File: src/rtl/slg_pkg.sv
// Shared types, constants and fixed-point helpers for the SwiGLU forward/backward unit.
`default_nettype none

package slg_pkg;

    // Pipeline geometry: four sigmoid stages followed by five gradient stages.
    localparam int NUM_STAGES           = 9;
    localparam int SIG_STAGES           = 4;
    localparam int SIGMOID_SEGMENTS_DEF = 32;

    // Sigmoid value width: unsigned Q16, 0 to 65536.
    localparam int SIG_W = 17;

    localparam logic [63:0]        Q31_ONE  = 64'd1 << 31;
    localparam int                 Q_SHIFT  = 28;
    localparam logic signed [63:0] Q28_HALF = 64'sd1 <<< (Q_SHIFT - 1);
    localparam logic signed [33:0] Q28_ONE  = 34'sd1 <<< Q_SHIFT;

    typedef enum logic {
        CMD_FORWARD  = 1'b0,
        CMD_BACKWARD = 1'b1
    } t_slg_cmd;

    typedef struct packed {
        t_slg_cmd           command;
        logic signed [15:0] gate;
        logic signed [15:0] up;
        logic signed [15:0] dout;
        logic signed [15:0] prior_gate_grad;
        logic signed [15:0] prior_up_grad;
    } t_slg_in;

    typedef struct packed {
        logic signed [15:0] primary_value;
        logic signed [15:0] secondary_value;
        logic               saturated;
    } t_slg_out;

    typedef struct packed {
        logic gate_grad_enable;
        logic up_grad_enable;
    } t_slg_cfg;

    // Per-stage load enables, driven by the valid tracking in the top level.
    typedef struct packed {
        logic [NUM_STAGES-1:0] load;
    } t_pipe_ctl;

    typedef struct packed {
        logic               flag;
        logic signed [15:0] value;
    } t_sat;

    // Drop 28 fraction bits, rounding to nearest with halves away from zero.
    function automatic logic signed [63:0] round_q28(input logic signed [63:0] v);
        logic signed [63:0] bias;
        bias = v[63] ? (Q28_HALF - 64'sd1) : Q28_HALF;
        return (v + bias) >>> Q_SHIFT;
    endfunction

    // Clamp to the signed 16-bit range and report whether clamping occurred.
    function automatic t_sat sat16(input logic signed [63:0] v);
        t_sat r;
        if (v > 64'sd32767) begin
            r.flag  = 1'b1;
            r.value = 16'sh7FFF;
        end else if (v < -64'sd32768) begin
            r.flag  = 1'b1;
            r.value = -16'sh8000;
        end else begin
            r.flag  = 1'b0;
            r.value = v[15:0];
        end
        return r;
    endfunction

endpackage

`default_nettype wire

File: src/rtl/slg_sigmoid.sv
// Sigmoid front end: piecewise-linear table lookup and interpolation over four stages.
`default_nettype none

module slg_sigmoid #(
    parameter int SIGMOID_SEGMENTS = slg_pkg::SIGMOID_SEGMENTS_DEF
) (
    input  wire logic                       i_clk,
    input  wire slg_pkg::t_pipe_ctl         i_ctl,
    input  wire slg_pkg::t_slg_in           i_item,
    output slg_pkg::t_slg_in                o_item,
    output logic [slg_pkg::SIG_W-1:0]       o_sig
);
    import slg_pkg::*;

    localparam int KW = $clog2(SIGMOID_SEGMENTS);
    localparam int PW = 16 + KW;

    // Node table, built at elaboration from a Q31 series for e^-|x|.
    logic [SIG_W-1:0] w_node   [SIGMOID_SEGMENTS+1];
    logic [SIG_W-1:0] w_lo_tab [SIGMOID_SEGMENTS];
    logic [SIG_W-1:0] w_dl_tab [SIGMOID_SEGMENTS];

    for (genvar k = 0; k <= SIGMOID_SEGMENTS; k++) begin : g_node
        localparam bit NEG = (16 * k < 8 * SIGMOID_SEGMENTS);
        localparam logic [63:0] AD = NEG ? 64'(8 * SIGMOID_SEGMENTS - 16 * k)
                                         : 64'(16 * k - 8 * SIGMOID_SEGMENTS);
        localparam logic [63:0] A   = (AD << 31) / 64'(SIGMOID_SEGMENTS);
        localparam logic [63:0] Y   = (A + 64'd8) >> 4;
        localparam logic [63:0] T1  = (Q31_ONE * Y) >> 31;
        localparam logic [63:0] T2  = ((T1 * Y) >> 31) / 64'd2;
        localparam logic [63:0] T3  = ((T2 * Y) >> 31) / 64'd3;
        localparam logic [63:0] T4  = ((T3 * Y) >> 31) / 64'd4;
        localparam logic [63:0] T5  = ((T4 * Y) >> 31) / 64'd5;
        localparam logic [63:0] T6  = ((T5 * Y) >> 31) / 64'd6;
        localparam logic [63:0] T7  = ((T6 * Y) >> 31) / 64'd7;
        localparam logic [63:0] T8  = ((T7 * Y) >> 31) / 64'd8;
        localparam logic [63:0] T9  = ((T8 * Y) >> 31) / 64'd9;
        localparam logic [63:0] T10 = ((T9 * Y) >> 31) / 64'd10;
        localparam logic [63:0] T11 = ((T10 * Y) >> 31) / 64'd11;
        localparam logic [63:0] T12 = ((T11 * Y) >> 31) / 64'd12;
        localparam logic [63:0] SUM = Q31_ONE - T1 + T2 - T3 + T4 - T5 + T6
                                      - T7 + T8 - T9 + T10 - T11 + T12;
        localparam logic [63:0] V1  = (SUM * SUM + (64'd1 << 30)) >> 31;
        localparam logic [63:0] V2  = (V1 * V1 + (64'd1 << 30)) >> 31;
        localparam logic [63:0] V3  = (V2 * V2 + (64'd1 << 30)) >> 31;
        localparam logic [63:0] V4  = (V3 * V3 + (64'd1 << 30)) >> 31;
        localparam logic [63:0] SP  = (64'd1 << 62) / (Q31_ONE + V4);
        localparam logic [63:0] SPS = NEG ? (Q31_ONE - SP) : SP;
        assign w_node[k] = SIG_W'((SPS + (64'd1 << 14)) >> 15);
    end

    // Per-segment base value and non-negative slope.
    for (genvar k = 0; k < SIGMOID_SEGMENTS; k++) begin : g_seg
        assign w_lo_tab[k] = w_node[k];
        assign w_dl_tab[k] = (w_node[k+1] >= w_node[k]) ? (w_node[k+1] - w_node[k])
                                                        : '0;
    end

    logic [PW-1:0]    w_pos;
    t_slg_in          r0_item, r1_item, r2_item, r3_item;
    logic [KW-1:0]    r0_k;
    logic [15:0]      r0_f, r1_f;
    logic [SIG_W-1:0] r1_lo, r1_dl, r2_lo, r3_s;
    logic [32:0]      r2_prod;

    // Offset-binary gate times segment count: upper bits pick the segment.
    assign w_pos = PW'({~i_item.gate[15], i_item.gate[14:0]}) * PW'(SIGMOID_SEGMENTS);

    always_ff @(posedge i_clk) begin
        if (i_ctl.load[0]) begin
            r0_item <= i_item;
            r0_k    <= w_pos[PW-1:16];
            r0_f    <= w_pos[15:0];
        end
        if (i_ctl.load[1]) begin
            r1_item <= r0_item;
            r1_lo   <= w_lo_tab[r0_k];
            r1_dl   <= w_dl_tab[r0_k];
            r1_f    <= r0_f;
        end
        if (i_ctl.load[2]) begin
            r2_item <= r1_item;
            r2_lo   <= r1_lo;
            r2_prod <= 33'(r1_dl) * 33'(r1_f);
        end
        if (i_ctl.load[3]) begin
            r3_item <= r2_item;
            r3_s    <= r2_lo + SIG_W'((r2_prod + 33'd32768) >> 16);
        end
    end

    assign o_item = r3_item;
    assign o_sig  = r3_s;

endmodule

`default_nettype wire

File: config.mk
export PLATFORM = sky130hd
export DESIGN_NAME = slg_sigmoid
export DESIGN_NICKNAME = d
export VERILOG_FILES = /design/src/rtl/slg_pkg.sv /design/src/rtl/slg_sigmoid.sv
export SDC_FILE = /design/constraint.sdc
export NUM_CORES = 1
export LEC_CHECK = 0
export BUFFER_PORTS_ARGS = -buffer_cell sky130_fd_sc_hd__buf_2
export CAP_MARGIN = 10
export CORE_ASPECT_RATIO = 2
export CORE_MARGIN = 1.5
export CORE_UTILIZATION = 40
export DETAILED_ROUTE_END_ITERATION = 12
export SYNTH_ARGS = -nofsm -noshare
export SYNTH_HDL_FRONTEND = slang
export SYNTH_SLANG_ARGS = --single-unit
File: constraint.sdc
create_clock -name i_clk -period 14.82 [get_ports i_clk]
set_input_delay 0.741 -clock i_clk [delete_from_list [all_inputs] [get_ports i_clk]]
set_output_delay 0.741 -clock i_clk [all_outputs]
set_load 0.02 [all_outputs]
==> results.md, run 1 <==
| Parameter | This run | Unit |
|:---|:---|:---|
| Result of the run | complete, no violations | - |
| Sequential cell area | 0.0121 | sq mm |
| Vias in the first global route | 10900 | - |
| Total wire length after detailed routing | 36.7 | mm |
| Most Crowded Layer GR | met2 | - |
| Clk sink count | 403 | - |
| Worst path arrival time | 6.15 | ns |
| Post-Syn Area | 0.0186 | sq mm |
| Min-delay worst type | in2reg | - |
| Count of final max-slew check failures | 0 | - |
| Count of distinct cell types in the synthesized netlist | 58 | - |
| Synth cell count leaders | edfxtp_1, inv_1, nand2_1 | - |
| Ys flop type | edfxtp_1 | - |
| Leak | 8.63 | nW |
| Height of the chip | 308 | um |
| Logic depth of the worst setup path including buffers | 15 | - |
| Number of rows created at floorplan | 111 | - |
| # Max-Cap Violations | 0 | - |
| Unrepaired setup endpoints after global routing | no | - |
| Tcrit/Tclk final | 0.397 | - |
| Antenna violations before repair | 0 | - |
| Startpoint of the worst register-to-register path | r1_item[72] | - |
| Area share of the leading cell type in the synthesized netlist | 0.649 | - |
| Fraction of final layout cells sized beyond drive strength 1 | 0.181 | - |
| Worst hold margin | 0.365 | ns |
| Number of fill cells in the layout | 4020 | - |
| Sum of negative setup slack | 0 | ns |
| Worst hold path stage count | 1 | - |
| Gates resized, CTS repair | 0 | - |
| Met3 layer usage reported by global route | 0.0243 | - |
| Cell chain of the critical path | and2_1 -> fa_1 -> fa_1 -> fa_1 -> fa_1 -> inv_1 -> fa_1 -> inv_1 -> ha_1 -> a21oi_1 -> nor2_1 -> a221oi_1 -> o221ai_1 -> o211a_1 -> or3_1 | - |
| HPWL after detailed placement | 26.6 | mm |
| Die area | 0.0480 | sq mm |
| Clock latency reported for the late side of the worst-skew pair | 0.55 | ns |
| Depth of the worst register-to-register path | 15 | - |
| Detailed-route vias per instance | 4.92 | - |
| Cell type with the highest aggregate area in the netlist | edfxtp_1 | - |
| Buffers inserted by post-CTS timing repair | 0 | - |
| Number of nets in the layout | 1710 | - |
| Area taken by multi-input logic gates | 0.00585 | sq mm |
| Residual overflow from global routing | 0 | - |
| Cells after synthesis | 1251 | - |
| Average cell area after synthesis | 14.9 | sq um |
| Maximum ir drop on the vdd rail | 0.000123 | V |
| Most Frequent Cell on Critical Path | fa_1 | - |
| Category of the critical setup timing path | reg2reg | - |
| Number of H-tree branching levels | 2 | - |
| Final setup violation count | 0 | - |
| Gate family responsible for the most delay along the worst path | adder cells | - |
| Utilization of the core after routing | 0.467 | - |
| GRT met1 Usage | 0.157 | - |
| Buffers from clock root to sink, at most | 3 | - |
| Critical path's slowest cell | edfxtp_1 | - |
| Hold path startpoint | i_item[75] | - |
| Routed Antenna Nets | 0 | - |
| Cell area after layout | 0.0215 | sq mm |
| Worst endpoint required time | 15.09 | ns |
| Post-Synthesis Net Count | 1527 | - |
| Maximum fanout along the worst path | 14 | - |
| Hold bufs inserted after CTS | 0 | - |
| Power per standard cell area | 184 | mW/mm^2 |
| Count of flip-flops with a built-in enable after synthesis | 403 | - |
| Number of optimization iterations in the first detailed-route pass | 5 | - |
| Most numerous cell in the Yosys netlist | edfxtp_1 | - |
| Worst Slack Setup Final | 8.94 | ns |
| Tightest Pin Transition | 1.00 | ns |
| Initial standard-cell utilization of the core | 0.405 | - |
| Antenna diode count | 0 | - |
| Number of I/O pins | 189 | - |
| Root buffer cell | clkbuf_16 | - |
| Drt wl/cell | 17.6 | um |
| Peak Freq | 170 | MHz |
| Share of flip-flops with an asynchronous set or reset after synthesis | 0 | - |
| Number of buffers inserted during clock tree synthesis | 36 | - |
| CTS tree | yes | - |
| Number of port buffers | 183 | - |
| Crit path from | r1_item[72] | - |
| Share of the yosys chip area belonging to registers | 0.649 | - |
| Global router's overall resource usage | 0.156 | - |
| Sort of element at the end of the critical path | flop | - |
| Max Clock Skew | 0.0274 | ns |
| Number of design-rule violations left by the first detailed-router iteration | 466 | - |
| Pre-CTS WS | 8.95 | ns |
| Met2 capacity usage during global routing | 0.297 | - |
| Worst path max stage delay | 0.75 | ns |
| Routed via count | 10300 | - |
| Critical Path Start Type | flop | - |
| Synth warnings | 0 | - |
| Number of storage elements in the synthesis netlist | 403 | - |
| Routability congestion estimate | 0.851 | - |
| Endpoints failing hold | 0 | - |
| Dominant cells by area after synthesis | edfxtp_1, fa_1, ha_1 | - |
| Final critical delay including setup and external delays | 5.88 | ns |
| Layout overhead on the synthesized area | 15.2 | % |
| Critical path buffers and inverters | 2 | - |
| Count of unresolved DRC violations after routing | 0 | - |
| Pin count of the biggest net entering global routing | 77 | - |
| Core area | 0.0460 | sq mm |
| Die extent in x | 156 | um |
| Reg2reg setup slack | 8.94 | ns |
| Clock transition at the register clock pins on the worst setup and hold paths after CTS | 0.08 | ns |
| Max-Slew Margin vs Limit | 0.333 | - |
| Instance area at placement | 0.0202 | sq mm |
| First-pass GRT wire length | 56.9 | mm |
layout by cell type (no fill, tap or decap), types with 10 or more instances in the layout:
cell / count
o21ai_0: 44
xor2_1: 10
a21o_1: 13
nand3_1: 11
and2_1: 65
a31oi_1: 12
edfxtp_1: 403
nand2_1: 125
buf_4: 12
xnor2_1: 28
inv_1: 135
nor2_1: 38
nor3_1: 10
buf_2: 179
a21oi_1: 33
clkbuf_16: 37
ha_1: 86
fa_1: 99
final timing paths:
| kind | to |
|---|---|
| setup / recovery | r2_prod[30] |
| hold / removal | r0_k[0] |
| setup reg to reg | r2_prod[30] |
| hold reg to reg | o_item[11] |
metrics by stage:
step / cells / total power, W
2_1_floorplan: 1251 / 0.00261
3_3_place_gp: 2017 / 0.00300
3_5_place_dp: 2017 / 0.00303
4_1_cts: 2083 / 0.00403
5_1_grt: 2083 / 0.00424
6_report: 2083 / 0.00396
flip-flops by register name (all words and copies together) (netlist names):
| register | flops |
|---|---|
| o_sig | 17 |
| r2_lo | 16 |
| o_item | 81 |
| r2_item | 81 |
| r0_k | 5 |
| r1_item | 81 |
| r1_lo | 16 |
| r0_item | 77 |
| r1_dl | 13 |
| r2_prod | 16 |
per-layer routing:
| metal | vias to the layer above | share of wire |
|---|---|---|
| li1 | 4774 | - |
| met5 | - | 0 |
| met1 | 5096 | 0.34 |
| met3 | 102 | 0.043 |
| met4 | 0 | 0.054 |
| met2 | 286 | 0.56 |
cells by family after synthesis:
group,synth area share
xor gates and xnor gates,0.0179
and+or+nand+nor,0.0734
DFF,0.649
buffers and inverters,0.0371
AOI/OAI and AO/OA,0.0567
adders and majority gates,0.164
muxes,0.00168
power breakdown:
part	total, W	internal (W)	switching, W
logic	0.00146	0.000594	0.000864
clock network	0.000979	0.000569	0.000410
registers	0.00152	0.00145	0.0000654
final cells by class:
class | count | area share
clock inverters | 25 | 0.0143
inverters | 135 | 0.0236
repair buffers | 191 | 0.0459
well taps | 621 | 0.0362
flip-flops and latches | 403 | 0.564
multi-input cells | 667 | 0.272
clock buffers | 41 | 0.0438
(Power assumes the default switching activity.)
==> inputs of run 2 (changes only) <==
==> constraint.sdc (replaced) <==
create_clock -name i_clk -period 5.8 [get_ports i_clk]
set_input_delay 0.29 -clock i_clk [delete_from_list [all_inputs] [get_ports i_clk]]
set_output_delay 0.29 -clock i_clk [all_outputs]
set_load 0.02 [all_outputs]
==> run 2 against run 1 <==
  * Combinational power grew to 2.6 times the previous value
  * Total power grew to 2.6 times the previous value
  * First-iteration DRC count grew 3.6%
  * Via count grew 4.0%
  * Clock power grew to 2.5 times the previous value
  * Worst setup slack lost 8.7 ns
==> results.md, run 2 (synthesis gave the netlist of run 1 again) <==
| Parameter | This run | Unit | Delta |
|:---|:---|:---|:---|
| Result of the run | complete, no violations | - |  |
| Final setup violation count | 0 | - | unchanged |
| Power per standard cell area | 451 | mW/mm^2 | +140% |
| Detailed-route vias per instance | 4.86 | - | -1.3% |
| Residual overflow from global routing | 0 | - | unchanged |
| First-pass GRT wire length | 59.8 | mm | +5.1% |
| Worst endpoint required time | 6.06 | ns | -9.03 ns |
| Max-Slew Margin vs Limit | 0.301 | - | -0.0317 |
| Max Clock Skew | 0.0270 | ns | -0.000397 ns |
| Vias in the first global route | 11300 | - | +4.2% |
| Buffers from clock root to sink, at most | 3 | - | unchanged |
| Unrepaired setup endpoints after global routing | no | - |  |
| Tcrit/Tclk final | 0.960 | - | +0.564 |
| Core area | 0.0460 | sq mm | unchanged |
| Die extent in x | 156 | um | unchanged |
| Startpoint of the worst register-to-register path | r1_dl[2] | - |  |
| Number of design-rule violations left by the first detailed-router iteration | 483 | - | +3.6% |
| Worst hold margin | 0.159 | ns | -0.206 ns |
| Min-delay worst type | in2reg | - |  |
| Global router's overall resource usage | 0.165 | - | +0.00966 |
| Gate power share | 0.377 | - | +0.008 |
| Peak Freq | 180 | MHz | +5.5% |
| Clock latency reported for the late side of the worst-skew pair | 0.54 | ns | about the same |
| Number of nets in the layout | 1822 | - | +6.5% |
| # Max-Cap Violations | 0 | - | unchanged |
| CTS tree | yes | - |  |
| Worst path arrival time | 5.83 | ns | -0.32 ns |
| Count of unresolved DRC violations after routing | 0 | - | unchanged |
| Most frequent cells in the layout | edfxtp_1, buf_2, inv_1, nand2_1, fa_1 | - |  |
| Die area | 0.0480 | sq mm | unchanged |
| Pin count of the biggest net entering global routing | 66 | - | -14% |
| Number of rows created at floorplan | 111 | - | unchanged |
| Number of buffers inserted during clock tree synthesis | 37 | - | +2.8% |
| Antenna violations before repair | 0 | - | unchanged |
| Sw Pwr | 0.00342 | W | +160% |
| Maximum fanout along the worst path | 11 | - | -3 |
| Total wire length after detailed routing | 38.9 | mm | +6.2% |
| Cell area after layout | 0.0225 | sq mm | +4.8% |
| Number of port buffers | 183 | - | unchanged |
| Clock transition at the register clock pins on the worst setup and hold paths after CTS | 0.07 | ns | about the same |
| Antenna diode count | 0 | - | unchanged |
| Initial standard-cell utilization of the core | 0.405 | - | unchanged |
| Hold path startpoint | i_ctl[0] | - |  |
| Count of final max-slew check failures | 0 | - | unchanged |
| Utilization of the core after routing | 0.489 | - | +0.0225 |
| Number of optimization iterations in the first detailed-route pass | 5 | - | unchanged |
| Drt wl/cell | 17.7 | um | +0.81% |
| Crit path from | r1_dl[2] | - |  |
| Endpoints failing hold | 0 | - | unchanged |
| Routed via count | 10700 | - | +4.0% |
| Layout overhead on the synthesized area | 20.7 | % |  |
| Most frequent standard cell in the layout excluding fill and tap cells | edfxtp_1 | - |  |
| Number of I/O pins | 189 | - | unchanged |
| Height of the chip | 308 | um | unchanged |
| Internal power consumption | 0.00673 | W | +160% |
| Clk sink count | 403 | - | unchanged |
| Fraction of power consumed by the clock network | 0.243 | - | -0.004 |
| Leak | 9.10 | nW | +5.5% |
| Critical Path Start Type | flop | - |  |
| Final critical delay including setup and external delays | 5.57 | ns | -0.309 ns |
| Tightest Pin Transition | 1.04 | ns | +0.0366 ns |
| Number of H-tree branching levels | 2 | - | unchanged |
| Sort of element at the end of the critical path | flop | - |  |
| Routed Antenna Nets | 0 | - | unchanged |
| Routability congestion estimate | 0.900 | - | +5.8% |
| Worst Slack Setup Final | 0.230 | ns | -8.71 ns |
| Pre-CTS WS | 0.148 | ns | -8.80 ns |
| Category of the critical setup timing path | reg2reg | - |  |
| Fraction of power consumed by sequential logic | 0.380 | - | -0.004 |
| HPWL after detailed placement | 28.2 | mm | +6.1% |
| Instance area at placement | 0.0204 | sq mm | +0.85% |
| Switching share of power | 0.337 | - | -0.00144 |
| Root buffer cell | clkbuf_16 | - |  |
| Maximum ir drop on the vdd rail | 0.000315 | V | +160% |
| Fraction of final layout cells sized beyond drive strength 1 | 0.186 | - | +0.00501 |
| Sum of negative setup slack | 0 | ns | unchanged |
## run 2: cell count changes in the layout (fill, tap and decap cells not counted), sizes merged
cell         change
buf             +30
clkbuf           +6
inv              -1
clkinv           -3
bufinv           -2
dlygate4sd3     +81
## run 2: worst paths after layout
check / to / slack (ns) / cells after the start
worst min-delay path: r0_item[40] / 0.16 / 1
worst min register to register: r2_item[45] / 0.41 / 0
worst max register to register: r2_prod[30] / 0.23 / 15
worst max-delay path: r2_prod[30] / 0.23 / 15
## run 2: layout make-up
cell class,instances,area (sq um)
clock buffer,47,1010
clock inverter,19,221
fill,3946,23500
inverter,135,507
multi-input combinational,667,5850
sequential,403,12100
tap,621,777
timing repair buffer,302,2030
## run 2: critical path: stages (launching register included)
cell      delay, ns
edfxtp_1       0.62
and2_1         0.29
fa_1           0.52
fa_1           0.48
fa_1           0.44
fa_1           0.52
inv_1          0.05
fa_1           0.53
inv_1          0.04
ha_1           0.36
a21oi_1        0.24
nor2_1         0.10
a221oi_2       0.25
o221ai_1       0.23
o211a_1        0.27
or3_1          0.34
## run 2: layer usage
layer | vias to the layer above | global-route usage | share of wire
met5 | - | 0 | 0
met4 | 0 | 0.101 | 0.062
met3 | 123 | 0.0266 | 0.041
met2 | 308 | 0.320 | 0.56
met1 | 5247 | 0.160 | 0.34
li1 | 4989 | - | -
## run 2: power by group through the flow
stage / combinational [W] / clock (W) / sequential [W]
3_3_place_gp: 0.00374 / 0 / 0.00392
3_5_place_dp: 0.00379 / 0 / 0.00393
4_1_cts: 0.00386 / 0.00256 / 0.00386
2_1_floorplan: 0.00270 / 0 / 0.00397
6_report: 0.00383 / 0.00247 / 0.00386
5_1_grt: 0.00430 / 0.00267 / 0.00389
## run 2: stage by stage
stage | power, W | instances
floorplan | 0.00667 | 1251
global placement | 0.00765 | 2040
detailed placement | 0.00771 | 2040
CTS | 0.0103 | 2187
global route | 0.0109 | 2194
finish | 0.0102 | 2194
## run 2: timing repair
| item | 4_1_cts | 5_1_grt |
|---|---|---|
| endpoints found under the hold margin | 82 | 0 |
| setup buffers | 0 | 7 |
| endpoints found under the setup margin | 0 | 5 |
| resized for setup | 0 | 1 |
| hold buffers | 81 | 0 |
==> inputs of run 3 (changes only) <==
==> constraint.sdc (replaced) <==
create_clock -name i_clk -period 4.6 [get_ports i_clk]
set_input_delay 0.23 -clock i_clk [delete_from_list [all_inputs] [get_ports i_clk]]
set_output_delay 0.23 -clock i_clk [all_outputs]
set_load 0.02 [all_outputs]
==> run 3 against run 2 <==
  * The run now ends with setup timing left
  * Register-to-register slack worse by 0.72 ns
  * Global-route usage up 0.76 points
  * First-iteration DRC count shrank 8.5%
  * Die area stayed put
  * Flip-flop and latch count unchanged
  * Combinational power up 70%
  * Critical endpoint is now r2_prod[27]
==> results.md, run 3 (synthesis gave the netlist of run 1 again) <==
| Parameter | This run | Unit | Delta |
|:---|:---|:---|:---|
| Category of the critical setup timing path | reg2reg | - |  |
| Fraction of final layout cells sized beyond drive strength 1 | 0.264 | - | +0.0780 |
| Peak Freq | 197 | MHz | +9.5% |
| Number of fill cells in the layout | 3931 | - | -0.38% |
| Buffers from clock root to sink, at most | 3 | - | unchanged |
| Die area | 0.0480 | sq mm | unchanged |
| Root buffer cell | clkbuf_16 | - |  |
| Number of port buffers | 183 | - | unchanged |
| Max Clock Skew | 0.0182 | ns | -0.00881 ns |
| Sum of negative setup slack | -4.91 | ns | -4.91 ns |
| Power per standard cell area | 614 | mW/mm^2 | +36% |
| Initial standard-cell utilization of the core | 0.405 | - | unchanged |
| Number of optimization iterations in the first detailed-route pass | 5 | - | unchanged |
| Total wire length after detailed routing | 40.8 | mm | +4.7% |
| Unrepaired setup endpoints after global routing | yes | - |  |
| Antenna violations before repair | 0 | - | unchanged |
| Critical Path Start Type | flop | - |  |
| Final critical delay including setup and external delays | 5.09 | ns | -0.483 ns |
| Residual overflow from global routing | 0 | - | unchanged |
| Sort of element at the end of the critical path | flop | - |  |
| Tcrit/Tclk final | 1.11 | - | +0.146 |
| Drt wl/cell | 18.0 | um | +1.5% |
| Most Crowded Layer GR | met2 | - |  |
| Max-Slew Margin vs Limit | 0.361 | - | +0.0596 |
| Utilization of the core after routing | 0.508 | - | +0.0190 |
| Worst Slack Setup Final | -0.488 | ns | -0.717 ns |
| Maximum fanout along the worst path | 6 | - | -5 |
| GRT met1 Usage | 0.168 | - | +0.00824 |
| Routed via count | 10900 | - | +2.5% |
| Result of the run | complete, but fails checks | - |  |
| Most frequent standard cell in the layout excluding fill and tap cells | edfxtp_1 | - |  |
| Final setup violation count | 14 | - | +14 |
| Worst path arrival time | 5.43 | ns | -0.40 ns |
| Endpoints failing hold | 0 | - | unchanged |
| Number of I/O pins | 189 | - | unchanged |
| Clk sink count | 403 | - | unchanged |
| Critical path's slowest cell | fa_1 | - |  |
| Critical path buffers and inverters | 2 | - | unchanged |
| Tightest Pin Transition | 0.959 | ns | -0.0784 ns |
| Count of final max-slew check failures | 0 | - | unchanged |
| Height of the chip | 308 | um | unchanged |
| Cell chain of the critical path | and2_4 -> fa_1 -> fa_1 -> fa_1 -> fa_1 -> inv_1 -> fa_1 -> inv_2 -> ha_4 -> a21oi_4 -> nor2_1 -> a221o_1 -> a221o_1 -> a2111o_1 -> o311ai_2 | - |  |
| Count of unresolved DRC violations after routing | 0 | - | unchanged |
| CTS tree | yes | - |  |
| Gate family responsible for the most delay along the worst path | adder cells | - |  |
| Layout overhead on the synthesized area | 25.4 | % |  |
| Clock transition at the register clock pins on the worst setup and hold paths after CTS | 0.07 | ns | about the same |
| Antenna diode count | 0 | - | unchanged |
| First-pass GRT wire length | 62.0 | mm | +3.7% |
| Routability congestion estimate | 0.875 | - | -2.8% |
| Worst endpoint required time | 4.94 | ns | -1.12 ns |
| Area taken by multi-input logic gates | 0.00623 | sq mm | +6.4% |
| Leak | 9.43 | nW | +3.5% |
| Number of design-rule violations left by the first detailed-router iteration | 442 | - | -8.5% |
| # Max-Cap Violations | 0 | - | unchanged |
| Most Frequent Cell on Critical Path | fa_1 | - |  |
| Number of cells in the design after placement | 2097 | - | +2.8% |
| Detailed-route vias per instance | 4.83 | - | -0.62% |
| Worst path max stage delay | 0.57 | ns | -0.05 ns |
| HPWL after detailed placement | 29.9 | mm | +6.0% |
| Routed Antenna Nets | 0 | - | unchanged |
| Maximum ir drop on the vdd rail | 0.000525 | V | +66% |
| Most frequent cells in the layout | edfxtp_1, buf_2, inv_1, nand2_1, buf_4 | - |  |
| Number of H-tree branching levels | 2 | - | unchanged |
| Number of buffers inserted during clock tree synthesis | 36 | - | -2.7% |
| Pre-CTS WS | -0.693 | ns | -0.841 ns |
| Pin count of the biggest net entering global routing | 71 | - | +7.6% |
| Violated checks | setup timing | - |  |
| Number of rows created at floorplan | 111 | - | unchanged |
| Vias in the first global route | 11600 | - | +2.2% |
| Global router's overall resource usage | 0.173 | - | +0.00763 |
| Met2 capacity usage during global routing | 0.330 | - | +0.0101 |
| Core area | 0.0460 | sq mm | unchanged |
| Clock latency reported for the late side of the worst-skew pair | 0.54 | ns | about the same |
| Number of nets in the layout | 1891 | - | +3.8% |
| Final non-filler cell total | 2263 | - | +3.1% |
| Min-delay worst type | in2reg | - |  |
| Met3 layer usage reported by global route | 0.0275 | - | +0.000984 |
| Die extent in x | 156 | um | unchanged |
| Sequential cell area | 0.0121 | sq mm | unchanged |
## run 3: changes by cell type in the layout (fill, tap and decap cells not counted), sizes merged
cell | before | now
buf | 221 | 291
clkbuf | 47 | 43
clkinvlp | 2 | 4
inv | 138 | 140
bufinv | 4 | 3
## run 3: layout make-up
| type | instances | share of cell area |
|---|---|---|
| Sequential cell | 403 | 0.518 |
| Clock buffer | 43 | 0.0406 |
| Inverter | 135 | 0.0217 |
| Timing Repair Buffer | 372 | 0.111 |
| Clock inverter | 22 | 0.00958 |
| Multi-Input combinational cell | 667 | 0.266 |
| Tap cell | 621 | 0.0332 |
## run 3: worst paths after layout
check / depth (start not counted) / slack, ns / startpoint / endpoint
worst max register to register: 15 / -0.49 / r1_dl[8] / r2_prod[27]
worst min-delay path: 1 / 0.13 / i_ctl[3] / o_item[55]
worst max-delay path: 15 / -0.49 / r1_dl[8] / r2_prod[27]
worst min register to register: 0 / 0.41 / r1_lo[13] / r2_lo[13]
## run 3: timing repair
action,in CTS,in global routing
gates resized for setup,25,32
endpoints found under the setup margin,16,16
pin swaps,32,35
hold endpoints to repair,82,0
buffers inserted,13,7
hold buffers,81,0
## run 3: stage by stage
step	instance area (sq um)	hold slack, ns	total power [W]
after global routing	23400	0.120	0.0153
after detailed placement	21000	0.405	0.0110
after CTS	23200	0.112	0.0143
final	23400	0.128	0.0144
after global placement	21000	0.400	0.0109
after floorplan	18900	0.329	0.00905
## run 3: routing by layer
metal	part of all wire	vias to the layer above	wire length (um)
met5	0	-	0
met4	0.068	0	2770
met3	0.039	122	1590
met2	0.56	293	22800
met1	0.33	5383	13600
li1	-	5136	-
## run 3: power by group
part           total (W)  switching (W)  internal [W]
logic            0.00651        0.00337       0.00314
registers        0.00485       0.000169       0.00468
clock network    0.00300        0.00133       0.00167
